<file path="src/iira_pkg.sv">
// Package: request/response types, mode and status codes for the indexed insert/remove array.
package iira_pkg;

  localparam int CAPACITY_DEF = 256;
  localparam int DATA_W       = 32;
  localparam int IDX_W        = 8;
  localparam int OCNT_W       = 9;
  localparam int GRP_N        = 16;
  localparam int GRP_W        = 4;
  localparam int RD_N         = GRP_N * GRP_N;

  localparam logic [2:0] MODE_APPEND = 3'd0;
  localparam logic [2:0] MODE_INSERT = 3'd1;
  localparam logic [2:0] MODE_READ   = 3'd2;
  localparam logic [2:0] MODE_WRITE  = 3'd3;
  localparam logic [2:0] MODE_REMOVE = 3'd4;

  localparam logic [1:0] STAT_DONE      = 2'd0;
  localparam logic [1:0] STAT_BAD_INDEX = 2'd1;
  localparam logic [1:0] STAT_FULL      = 2'd2;

  typedef struct packed {
    logic [2:0]              mode;
    logic [IDX_W-1:0]        index;
    logic signed [DATA_W-1:0] value;
  } req_t;

  typedef struct packed {
    logic signed [DATA_W-1:0] read_value;
    logic [1:0]               status;
    logic [OCNT_W-1:0]        count;
  } rsp_t;

  typedef struct packed {
    logic app_en;
    logic wr_en;
    logic ins_en;
    logic rem_en;
  } cell_ctl_t;

endpackage

</file>
<file path="src/iira_cell.sv">
// One storage cell of the array: holds an entry, loads new data or a neighbor's entry.
module iira_cell #(
  parameter int CNT_W = 9,
  parameter int POS   = 0
) (
  input  logic                             clk,
  input  iira_pkg::cell_ctl_t              ctl,
  input  logic [CNT_W-1:0]                 tgt_pos,
  input  logic signed [iira_pkg::DATA_W-1:0] wr_value,
  input  logic signed [iira_pkg::DATA_W-1:0] left_q,
  input  logic signed [iira_pkg::DATA_W-1:0] right_q,
  output logic signed [iira_pkg::DATA_W-1:0] q
);
  import iira_pkg::*;

  localparam logic [CNT_W-1:0] POS_V = CNT_W'(POS);

  logic signed [DATA_W-1:0] entry_r;
  logic signed [DATA_W-1:0] entry_nxt;
  logic                     at_tgt;
  logic                     above_tgt;

  assign at_tgt    = (POS_V == tgt_pos);
  assign above_tgt = (POS_V > tgt_pos);

  always_comb begin
    entry_nxt = entry_r;
    if ((ctl.app_en || ctl.wr_en || ctl.ins_en) && at_tgt) begin
      entry_nxt = wr_value;
    end else if (ctl.ins_en && above_tgt) begin
      entry_nxt = left_q;
    end else if (ctl.rem_en && (at_tgt || above_tgt)) begin
      entry_nxt = right_q;
    end
  end

  always_ff @(posedge clk) begin
    entry_r <= entry_nxt;
  end

  assign q = entry_r;

endmodule
</file>
<file path="config.mk">
export PLATFORM = sky130hd
export DESIGN_NAME = iira_cell
export DESIGN_NICKNAME = d
export VERILOG_FILES = /design/src/iira_pkg.sv /design/src/iira_cell.sv
export SDC_FILE = /design/constraint.sdc
export NUM_CORES = 1
export LEC_CHECK = 0
export BUFFER_PORTS_ARGS = -buffer_cell sky130_fd_sc_hd__buf_2
export CORE_MARGIN = 2
export CORE_UTILIZATION = 40
export CTS_CLUSTER_SIZE = 25
export DETAILED_ROUTE_END_ITERATION = 6
export PLACE_DENSITY = 0.86
export SLEW_MARGIN = 0
export SYNTH_ARGS = -nofsm -noshare
export SYNTH_HDL_FRONTEND = slang
export SYNTH_SLANG_ARGS = --single-unit
</file>
<file path="constraint.sdc">
create_clock -name clk -period 5.1 [get_ports clk]
set_input_delay 0.765 -clock clk [delete_from_list [all_inputs] [get_ports clk]]
set_output_delay 0.765 -clock clk [all_outputs]
set_load 0.01 [all_outputs]
</file>
# == Word-level counts from Yosys, hierarchy flattened ==
# Cells that the tools add are included.
# totals
regBits,32
output_inout_bits,32
wordCells,13
# op_classes
n_lt_le_gt_ge,1
n_mux,3
reduce_logical,8
# op_table
operator,n
two-way mux 32 bit,3
> comparator 1 x 9 -> 1 bit (first input constant),1
zero test 9 bit,1
logical AND 1 bit,3
logical OR 1 bit,3
nonzero test 3 bit,1

# == Depth between registers and ports, before layout ==
# Gate-level depths: netlist of run 1.
# depth
ltp_word,6
depth_mapped,4

# == Worst setup path before layout of run 1 ==
# No wires, ideal clock.
# synth_timing
kind,input to register
from,input port tgt_pos[5]
to,"register entry_r[0], in the netlist q[0], enable pin"
arrival_ns,2.041
t_required_ns,4.709
setup_slack_ns,2.668
stages,2
n_path_buf,0
path_cell_list,nor3_1 > o2111a_1
# synth_between
elab_chain_cells,4
elab_cells_between_ends,7
# synth_lines
element,line_no,rtl
from (decl),iira_cell.sv:8,"input logic [CNT_W-1:0] tgt_pos,"
> comparator 1 x 9 -> 1 bit or zero test 9 bit (tied branches),"iira_cell.sv:24, iira_cell.sv:23",
logical OR 1 bit,iira_cell.sv:32,end else if (ctl.rem_en && (at_tgt || above_tgt)) begin
logical AND 1 bit,iira_cell.sv:32,
nonzero test 3 bit (no line) (*),--,
to (signal assigned),iira_cell.sv:38,entry_r <= entry_nxt;
to (decl),iira_cell.sv:18,logic signed [DATA_W-1:0] entry_r;
# Mark *: on every way between the ends. The rest lies on a longest branch, timed or not.
# A chain may end at the register's enable or synchronous reset.

# == Worst setup path in the final report of run 1 ==
# layout_timing
from,input port tgt_pos[5]
to,"register entry_r[10], in the netlist q[10], data pin"
# layout_between
elab_chain_cells,4
elab_cells_between_ends,6
# layout_lines
element,line_no,rtl
> comparator 1 x 9 -> 1 bit,iira_cell.sv:24,assign above_tgt = (POS_V > tgt_pos);
logical AND 1 bit,iira_cell.sv:30,end else if (ctl.ins_en && above_tgt) begin
two-way mux 32 bit,iira_cell.sv:30,
two-way mux 32 bit (*),iira_cell.sv:28,if ((ctl.app_en || ctl.wr_en || ctl.ins_en) && at_tgt) begin
net entry_nxt[10],iira_cell.sv:19,logic signed [DATA_W-1:0] entry_nxt;
# Mark *: on every way through the listed nets, which the timed path passes. The rest lies on a longest branch.

==> results.py, run 1 <==
metrics = {
    "floorplan": {
        "fp.dieArea_um2": 4350,
        "io_pins": 142,
        "core_area_um2": 3690,
        "die_h_um": 66.0,
        "chipWidth_um": 66.0,
        "initial_core_util": 0.417,
        "fp-row-count": 22,
    },
    "timing": {
        "maxSlewHeadroom": 0.465,
        "rsz0062_at_grt": "false",
        "worst_slack_ns": 2.67,
        "whs_ns": 0.779,
        "tightest_slew_ns": 0.800,
        "period_needed_ns": 2.43,
        "hold_violations": 0,
        "setup_violations": 0,
        "fmax_ghz": 0.411,
        "min_period_over_period": 0.477,
        "slew_viol_final": 0,
        "setup_tns_ns": 0,
    },
    "hold_path": {
        "hold_start": "right_q[2]",
        "hp-class": "in -> reg",
        "hold_end": "q[2]",
        "worstHoldPathCells": 2,
    },
    "clock_tree": {
        "clockBufferDepth": 2,
        "cts_tree": "yes",
        "h-tree-depth": 2,
        "postCtsHoldBufs": 0,
        "cts_made_buffers": 5,
        "cts_resized": 0,
        "clkTransAtPathRegs_ns": 0.07,
        "clock_sinks": 32,
        "post_cts_buffers": 0,
        "cts_root_buf": "clkbuf_8",
    },
    "critical_path": {
        "crit_required_ns": 5.13,
        "end_kind": "register",
        "startpoint_type": "input port",
        "critPathKind": "in -> reg",
        "cp_slowest_cell": "nand4_4",
        "crit_fanout": 32,
        "crit_chain": "buf_2 > nor3_1 > nand4_4 > mux2_4",
        "critical_path_arrival_ns": 2.46,
        "path_delay_family": "simple AND/OR/NAND/NOR gates",
        "crit_buf_inv": 1,
        "cp_slowest_stage_delay_ns": 0.68,
    },
    "power_and_ir_drop": {
        "power_density_nw_per_um2": 238,
        "peakVddDrop_v": 0.000189,
        "leakagePower_nw": 1.08,
    },
    "routing": {
        "drt_iter0_drc": 65,
        "wl_per_cell_um": 13.8,
        "routed_wl_um": 3260,
        "viasPerCell": 4.57,
        "drtAntennaViolNets": 0,
        "dr.pass1.iters": 3,
        "drc_errors": 0,
        "vias": 1078,
    },
    "logic_synthesis": {
        "yosysUniqueCellTypes": 10,
        "syn-cell-area_um2": 1540,
        "synth_seq_cells": 32,
        "avgSynthCellArea_um2": 21.0,
        "yosysWarnings": 0,
        "yosysSeqAreaShare": 0.625,
        "synthCells": 73,
        "syn_nets": 183,
    },
    "grt": {
        "grt_max_degree": 33,
        "antenna_found_initial": 0,
        "grt_overflow_total": 0,
        "grt_use_total": 0.159,
        "grt_pass1_vias": 1080,
        "grt_pass1_wl_um": 4880,
    },
    "run": {
        "drv_cap": 0,
    },
    "final_layout": {
        "finish.utilization": 0.596,
        "layout.nets": 297,
        "largest_reg_flops": 32,
        "layout-drive-gt1-share": 0.803,
        "antenna_cells": 0,
        "area_delta_synth_final_pct": 43.1,
    },
    "placement": {
        "routabilityCongestion": 0.722,
        "portBuffers": 109,
        "place_ws_ns": 2.34,
    },
    "run_status": {
        "status": "finished clean",
    },
}
per-stage QoR:
step	area (um2)	total power, mW	std cells
6_report	2200	0.524	236
5_1_grt	2200	0.549	236
4_1_cts	2200	0.530	236
3_5_place_dp	2120	0.350	228
3_3_place_gp	2120	0.348	228
2_1_floorplan	1540	0.317	73
layer usage:
| metal | vias up | part of all wire | GRT usage |
|---|---|---|---|
| met1 | 488 | 0.37 | 0.160 |
| met4 | 0 | 0.016 | 0.0689 |
| met2 | 66 | 0.48 | 0.269 |
| li1 | 518 | - | - |
| met5 | - | 0 | 0 |
| met3 | 6 | 0.13 | 0.0869 |
placed cells by master (no fill, tap or decap), drive strengths merged:
| master | Yosys | final |
|---|---|---|
| nor2 | 1 | 1 |
| mux2 | 32 | 32 |
| nor3 | 1 | 1 |
| edfxtp | 32 | 32 |
| buf | 3 | 110 |
| clkinv | 0 | 3 |
| o2111a | 1 | 1 |
| clkbuf | 0 | 5 |
| nor4 | 1 | 1 |
| nand4 | 1 | 1 |
| or3 | 1 | 1 |
worst max-delay path by stage:
stage	from	endpoint	cells after the start
2_1_floorplan	tgt_pos[5]	q[0]	2
3_3_place_gp	tgt_pos[5]	q[18]	4
3_5_place_dp	tgt_pos[5]	q[21]	4
4_1_cts	tgt_pos[5]	q[10]	4
5_1_grt	tgt_pos[5]	q[13]	4
6_report	tgt_pos[5]	q[10]	4
where the power goes:
group          internal [mW]  total (mW)  switching, mW
Sequential             0.290       0.290       0.000108
Combinational         0.0382      0.0535         0.0153
Clock                 0.0923       0.181         0.0884
Total                  0.420       0.524          0.104
cells by family after synthesis:
kind of cell           after synthesis  share of synthesized area
AOI/OAI and AO/OA                    1                    0.00733
muxes                               32                      0.308
buffers and inverters                3                     0.0220
and+or+nand+nor                      5                     0.0375
DFF                                 32                      0.625
area by class of cell:
cell class | instances | area (um2)
Tap cell | 48 | 60.1
Multi-Input combinational cell | 38 | 542
Sequential cell | 32 | 961
Timing Repair Buffer | 110 | 553
Fill cell | 314 | 1490
Clock inverter | 3 | 13.8
Clock buffer | 5 | 68.8
synth_stat cells:
| library cell | count | area (um2) |
|---|---|---|
| nor4_4 | 1 | 21.3 |
| o2111a_1 | 1 | 11.3 |
| buf_6 | 3 | 33.8 |
| edfxtp_1 | 32 | 961 |
| mux2_4 | 30 | 450 |
| nor2_1 | 1 | 3.75 |
| or3_1 | 1 | 6.26 |
| nor3_1 | 1 | 5.00 |
| nand4_4 | 1 | 21.3 |
| mux2_2 | 2 | 22.5 |
Note: power is estimated with default switching activity, not from simulation.
==> run 2: changes to the inputs <==
--- a/config.mk
+++ b/config.mk
@@ -5,12 +5,13 @@
 export SDC_FILE = /design/constraint.sdc
 export NUM_CORES = 1
 export LEC_CHECK = 0
+export ABC_AREA = 1
 export BUFFER_PORTS_ARGS = -buffer_cell sky130_fd_sc_hd__buf_2
 export CORE_MARGIN = 2
-export CORE_UTILIZATION = 40
+export CORE_UTILIZATION = 37
 export CTS_CLUSTER_SIZE = 25
 export DETAILED_ROUTE_END_ITERATION = 6
-export PLACE_DENSITY = 0.86
+export PLACE_DENSITY = 0.8
 export SLEW_MARGIN = 0
 export SYNTH_ARGS = -nofsm -noshare
 export SYNTH_HDL_FRONTEND = slang
==> constraint.sdc (replaced) <==
create_clock -name clk -period 2.3 [get_ports clk]
set_input_delay 0.345 -clock clk [delete_from_list [all_inputs] [get_ports clk]]
set_output_delay 0.345 -clock clk [all_outputs]
set_load 0.01 [all_outputs]
==> results.py, run 2 <==
metrics = {
    "floorplan": {
        "initial_core_util": 0.389,
        "die_h_um": 69.4,
        "core_area_um2": 4060,
        "fp.dieArea_um2": 4810,
        "io_pins": 142,
        "chipWidth_um": 69.4,
        "fp-row-count": 23,
    },
    "run": {
        "drv_cap": 0,
    },
    "grt": {
        "grt_pass1_vias": 1457,
        "grt_overflow_total": 0,
        "antenna_found_initial": 0,
        "grt_max_degree": 33,
        "grt_use_total": 0.173,
        "grt_pass1_wl_um": 6670,
    },
    "final_layout": {
        "fillers": 373,
        "stdcell_count": 311,
        "layout.nets": 370,
        "regArea_um2": 961,
        "mostFrequentLayoutCells": "109 x buf_2, 66 x nand2_1, 32 x nand4_1, 32 x edfxtp_1, 5 x clkbuf_8",
        "final_common_cell": "buf_2",
        "multi_input_area_um2": 532,
        "layout-drive-gt1-share": 0.471,
        "antenna_cells": 0,
        "area_delta_synth_final_pct": 41.4,
        "largest_reg_flops": 32,
    },
    "logic_synthesis": {
        "avgSynthCellArea_um2": 10.5,
        "ys.flop_type": "edfxtp_1",
        "synth_commonest_cells": "66 x nand2_1, 32 x edfxtp_1, 32 x nand4_1",
        "synth.most_common_cell": "nand2_1",
        "syn-cell-area_um2": 1580,
        "synth_xor_area_frac": 0,
        "yosys.area_share.simple": 0.330,
        "synth_edf_count": 32,
        "syn_nets": 261,
        "yosysTopAreaCellShare": 0.608,
        "synth_area_leaders": "edfxtp_1 61%, nand2_1 16%, nand4_1 13%",
        "synth_compound_gate_area_share": 0.00633,
        "synth-adder-area-share": 0,
        "yosysSeqAreaShare": 0.608,
        "synth_seq_cells": 32,
        "yosysUniqueCellTypes": 14,
        "yosysWarnings": 0,
        "netlist.top_cell.by_area": "edfxtp_1",
        "synthMuxAreaShare": 0,
        "synthCells": 151,
        "ys_async_sr_fraction": 0,
        "synth_top_family_by_area": "simple AND/OR/NAND/NOR gates",
    },
    "timing": {
        "rsz0062_at_grt": "false",
        "period_needed_ns": 1.49,
        "maxSlewHeadroom": 0.673,
        "hold_violations": 0,
        "tightest_slew_ns": 0.489,
        "fmax_ghz": 0.670,
        "worst_slack_ns": 0.808,
        "slew_viol_final": 0,
        "setup_tns_ns": 0,
        "setup_violations": 0,
        "min_period_over_period": 0.649,
    },
    "placement": {
        "portBuffers": 109,
        "place_inst": 303,
        "routabilityCongestion": 0.732,
        "dpl.hpwl_um": 2870,
        "place_ws_ns": 0.519,
    },
    "critical_path": {
        "end_kind": "register",
        "crit_fanout": 32,
        "critical_path_arrival_ns": 1.51,
        "crit_required_ns": 2.32,
        "cp_slowest_cell": "nand3_4",
        "crit_chain": "buf_2 > or2_4 > nor2_8 > nand3_4 > nand2_1 > nand2_1",
        "cp_slowest_stage_delay_ns": 0.34,
        "startpoint_type": "input port",
        "critPathKind": "in -> reg",
        "path_common_cell": "nand2_1",
    },
    "routing": {
        "drt_iter0_drc": 79,
        "wl_per_cell_um": 12.8,
        "vias": 1503,
        "drtAntennaViolNets": 0,
        "dr.pass1.iters": 4,
        "viasPerCell": 4.83,
        "routed_wl_um": 3970,
        "drc_errors": 0,
    },
    "clock_tree": {
        "cts_root_buf": "clkbuf_8",
        "clock_sinks": 32,
        "post_cts_buffers": 0,
        "cts_tree": "yes",
        "cts_made_buffers": 5,
        "postCtsHoldBufs": 0,
        "h-tree-depth": 2,
        "clockBufferDepth": 2,
        "clkTransAtPathRegs_ns": 0.06,
        "cts_resized": 0,
    },
    "run_status": {
        "status": "finished clean",
    },
    "hold_path": {
        "hold_end": "q[12]",
        "hp-class": "in -> reg",
        "hold_start": "right_q[12]",
        "worstHoldPathCells": 3,
    },
    "power_and_ir_drop": {
        "power_density_nw_per_um2": 519,
        "peakVddDrop_v": 0.000226,
        "leakagePower_nw": 1.10,
    },
}
[run 2: cell types whose count changed in the layout (fill, tap and decap cells not counted), sizes merged]
cell | previous run | this run
inv | 0 | 1
or3 | 1 | 0
clkinv | 3 | 1
nand3 | 0 | 1
clkbuf | 5 | 7
buf | 110 | 114
nor2 | 1 | 4
or2 | 0 | 1
nand4 | 1 | 32
o2111a | 1 | 0
nor4 | 1 | 0
o211a | 0 | 1
mux2 | 32 | 0
nand2 | 0 | 66
[run 2: through the flow]
stage	power (mW)	utilization	hold slack, ns	instance area [um2]
2_1_floorplan	0.699	-	0.524	1580
6_report	1.16	0.551	0.336	2230
3_5_place_dp	0.775	0.531	0.612	2150
3_3_place_gp	0.770	0.531	0.608	2150
4_1_cts	1.18	0.551	0.322	2230
5_1_grt	1.22	0.551	0.325	2230
[run 2: worst max path at each step]
| stage | startpoint | end | slack [ns] | depth (start not counted) |
|---|---|---|---|---|
| final | tgt_pos[5] | q[22] | 0.81 | 6 |
| after global routing | tgt_pos[5] | q[22] | 0.69 | 6 |
| after CTS | tgt_pos[5] | q[22] | 0.82 | 6 |
| after detailed placement | tgt_pos[5] | q[7] | 0.52 | 6 |
| after global placement | tgt_pos[5] | q[13] | 0.52 | 6 |
| after floorplan | tgt_pos[5] | q[0] | 0.26 | 4 |
[run 2: cells by family (layout without fill, tap and decap cells)]
| logic type | count (synthesis) | in the layout |
|---|---|---|
| AO/OA/AOI/OAI | 1 | 1 |
| AND/OR/NAND/NOR | 105 | 105 |
| buffers and inverters | 13 | 123 |
| flip-flops | 32 | 32 |
[run 2: worst max-delay path, delay by kind of cell]
family	cells	cell delay [ns]
and+or+nand+nor	5	1.06
buffers and inverters	1	0.09
[run 2: cell type report]
class	count	share of cell area
clock inverter	1	0.00168
inverter	1	0.00168
clock buffer	7	0.0342
multi-input combinational	106	0.238
sequential	32	0.430
timing repair buffer	114	0.267
tap	50	0.0280
[run 2: metal layers]
layer | global-route usage | up-vias | routed length [um]
met3 | 0.0494 | 4 | 317
met1 | 0.218 | 664 | 1690
met5 | 0 | - | 0
met4 | 0.0523 | 0 | 38
li1 | - | 761 | -
met2 | 0.287 | 74 | 1930
[run 2: power breakdown]
part | switching [mW] | total (mW) | internal [mW]
Sequential | 0.000245 | 0.643 | 0.643
Clock | 0.188 | 0.398 | 0.210
Combinational | 0.0553 | 0.119 | 0.0634
==> run 3: changes to the inputs <==
==> constraint.sdc (replaced) <==
create_clock -name clk -period 1.5 [get_ports clk]
set_input_delay 0.225 -clock clk [delete_from_list [all_inputs] [get_ports clk]]
set_output_delay 0.225 -clock clk [all_outputs]
set_load 0.01 [all_outputs]
==> results.py, run 3 (same netlist as run 2, synthesis figures left out) <==
metrics = {
    "routing": {
        "routed_wl_um": 4050,
        "wl_per_cell_um": 12.9,
        "drt_iter0_drc": 138,
        "drtAntennaViolNets": 0,
        "vias": 1540,
        "drc_errors": 0,
        "viasPerCell": 4.90,
        "dr.pass1.iters": 4,
    },
    "power_and_ir_drop": {
        "leakagePower_nw": 1.13,
        "power_density_nw_per_um2": 773,
        "peakVddDrop_v": 0.000470,
    },
    "clock_tree": {
        "cts_tree": "yes",
        "h-tree-depth": 2,
        "cts_made_buffers": 5,
        "clockBufferDepth": 2,
        "clock_sinks": 32,
        "cts_resized": 0,
        "post_cts_buffers": 0,
        "postCtsHoldBufs": 0,
        "clkTransAtPathRegs_ns": 0.06,
        "cts_root_buf": "clkbuf_8",
    },
    "grt": {
        "grt_overflow_total": 0,
        "grt_max_degree": 33,
        "grt_use_total": 0.167,
        "grt_pass1_vias": 1471,
        "grt_pass1_wl_um": 6440,
        "antenna_found_initial": 0,
    },
    "placement": {
        "place_ws_ns": 0.0799,
        "dpl.hpwl_um": 3040,
        "portBuffers": 109,
        "routabilityCongestion": 0.760,
    },
    "critical_path": {
        "cp.depth": 7,
        "path_delay_family": "simple AND/OR/NAND/NOR gates",
        "path_common_cell": "nand2_1",
        "end_kind": "register",
        "critPathKind": "in -> reg",
        "cp-endpoint": "q[0]",
        "crit_required_ns": 1.53,
        "cp-startpoint": "tgt_pos[5]",
        "critical_path_arrival_ns": 1.15,
        "crit_buf_inv": 2,
        "cp_slowest_cell": "or2_4",
        "cp_slowest_stage_delay_ns": 0.26,
        "crit_fanout": 16,
        "startpoint_type": "input port",
        "crit_chain": "buf_2 > or2_4 > nor2_8 > nand3_4 > buf_4 > nand2_1 > nand2_1",
    },
    "run": {
        "drv_cap": 0,
    },
    "floorplan": {
        "fp.dieArea_um2": 4810,
        "fp-row-count": 23,
        "initial_core_util": 0.389,
        "core_area_um2": 4060,
        "chipWidth_um": 69.4,
        "io_pins": 142,
        "die_h_um": 69.4,
    },
    "timing": {
        "worst_slack_ns": 0.376,
        "setup_tns_ns": 0,
        "maxSlewHeadroom": 0.785,
        "hold_violations": 0,
        "rsz0062_at_grt": "false",
        "period_needed_ns": 1.12,
        "setup_violations": 0,
        "slew_viol_final": 0,
        "tightest_slew_ns": 0.322,
        "min_period_over_period": 0.749,
        "fmax_ghz": 0.890,
    },
    "final_layout": {
        "antenna_cells": 0,
        "layout.nets": 374,
        "layout-drive-gt1-share": 0.489,
        "final_common_cell": "buf_2",
        "largest_reg_flops": 32,
        "mostFrequentLayoutCells": "109 x buf_2, 66 x nand2_1, 32 x nand4_1, 32 x edfxtp_1, 6 x buf_4",
        "area_delta_synth_final_pct": 45.2,
    },
    "run_status": {
        "status": "finished clean",
    },
    "hold_path": {
        "worstHoldPathCells": 3,
        "hp-class": "in -> reg",
    },
}
## run 3: layout make-up
type | count | area (um2)
clock buffer | 6 | 72.6
clock inverter | 1 | 5.00
fill | 371 | 1760
inverter | 1 | 3.75
multi-input combinational | 106 | 539
sequential | 32 | 961
tap | 50 | 62.6
timing repair buffer | 118 | 651
## run 3: metrics by stage
stage | cells | area, um2 | power (mW) | hold WS [ns] | utilization
6_report | 314 | 2290 | 1.77 | 0.213 | 0.566
5_1_grt | 314 | 2290 | 1.85 | 0.206 | 0.566
4_1_cts | 314 | 2290 | 1.80 | 0.202 | 0.566
3_5_place_dp | 307 | 2220 | 1.19 | 0.494 | 0.546
3_3_place_gp | 307 | 2220 | 1.18 | 0.488 | 0.546
2_1_floorplan | 151 | 1590 | 1.07 | 0.404 | -
## run 3: how the worst min path moves through the flow
stage                      startpoint  endpoint  slack [ns]
after floorplan            right_q[0]      q[0]        0.40
after global placement    right_q[29]     q[29]        0.49
after detailed placement  right_q[17]     q[17]        0.49
after CTS                 right_q[24]     q[24]        0.20
after global routing      right_q[21]     q[21]        0.21
final                     right_q[24]     q[24]        0.21
## run 3: where the power goes
| group | switching, mW | total (mW) | leakage [nW] | internal [mW] |
|---|---|---|---|---|
| Combinational | 0.0847 | 0.183 | 0.799 | 0.0984 |
| Clock | 0.290 | 0.604 | 0.0410 | 0.315 |
| Sequential | 0.000382 | 0.986 | 0.288 | 0.985 |
| Total | 0.375 | 1.77 | 1.13 | 1.40 |
## run 3: layer usage
metal / GRT usage / up-vias / share of wire / wire length [um]
met5: 0 / - / 0 / 0
li1: - / 767 / - / -
met1: 0.189 / 698 / 0.41 / 1650
met2: 0.291 / 71 / 0.51 / 2050
met4: 0.0588 / 0 / 0.0091 / 37
met3: 0.0596 / 4 / 0.076 / 308
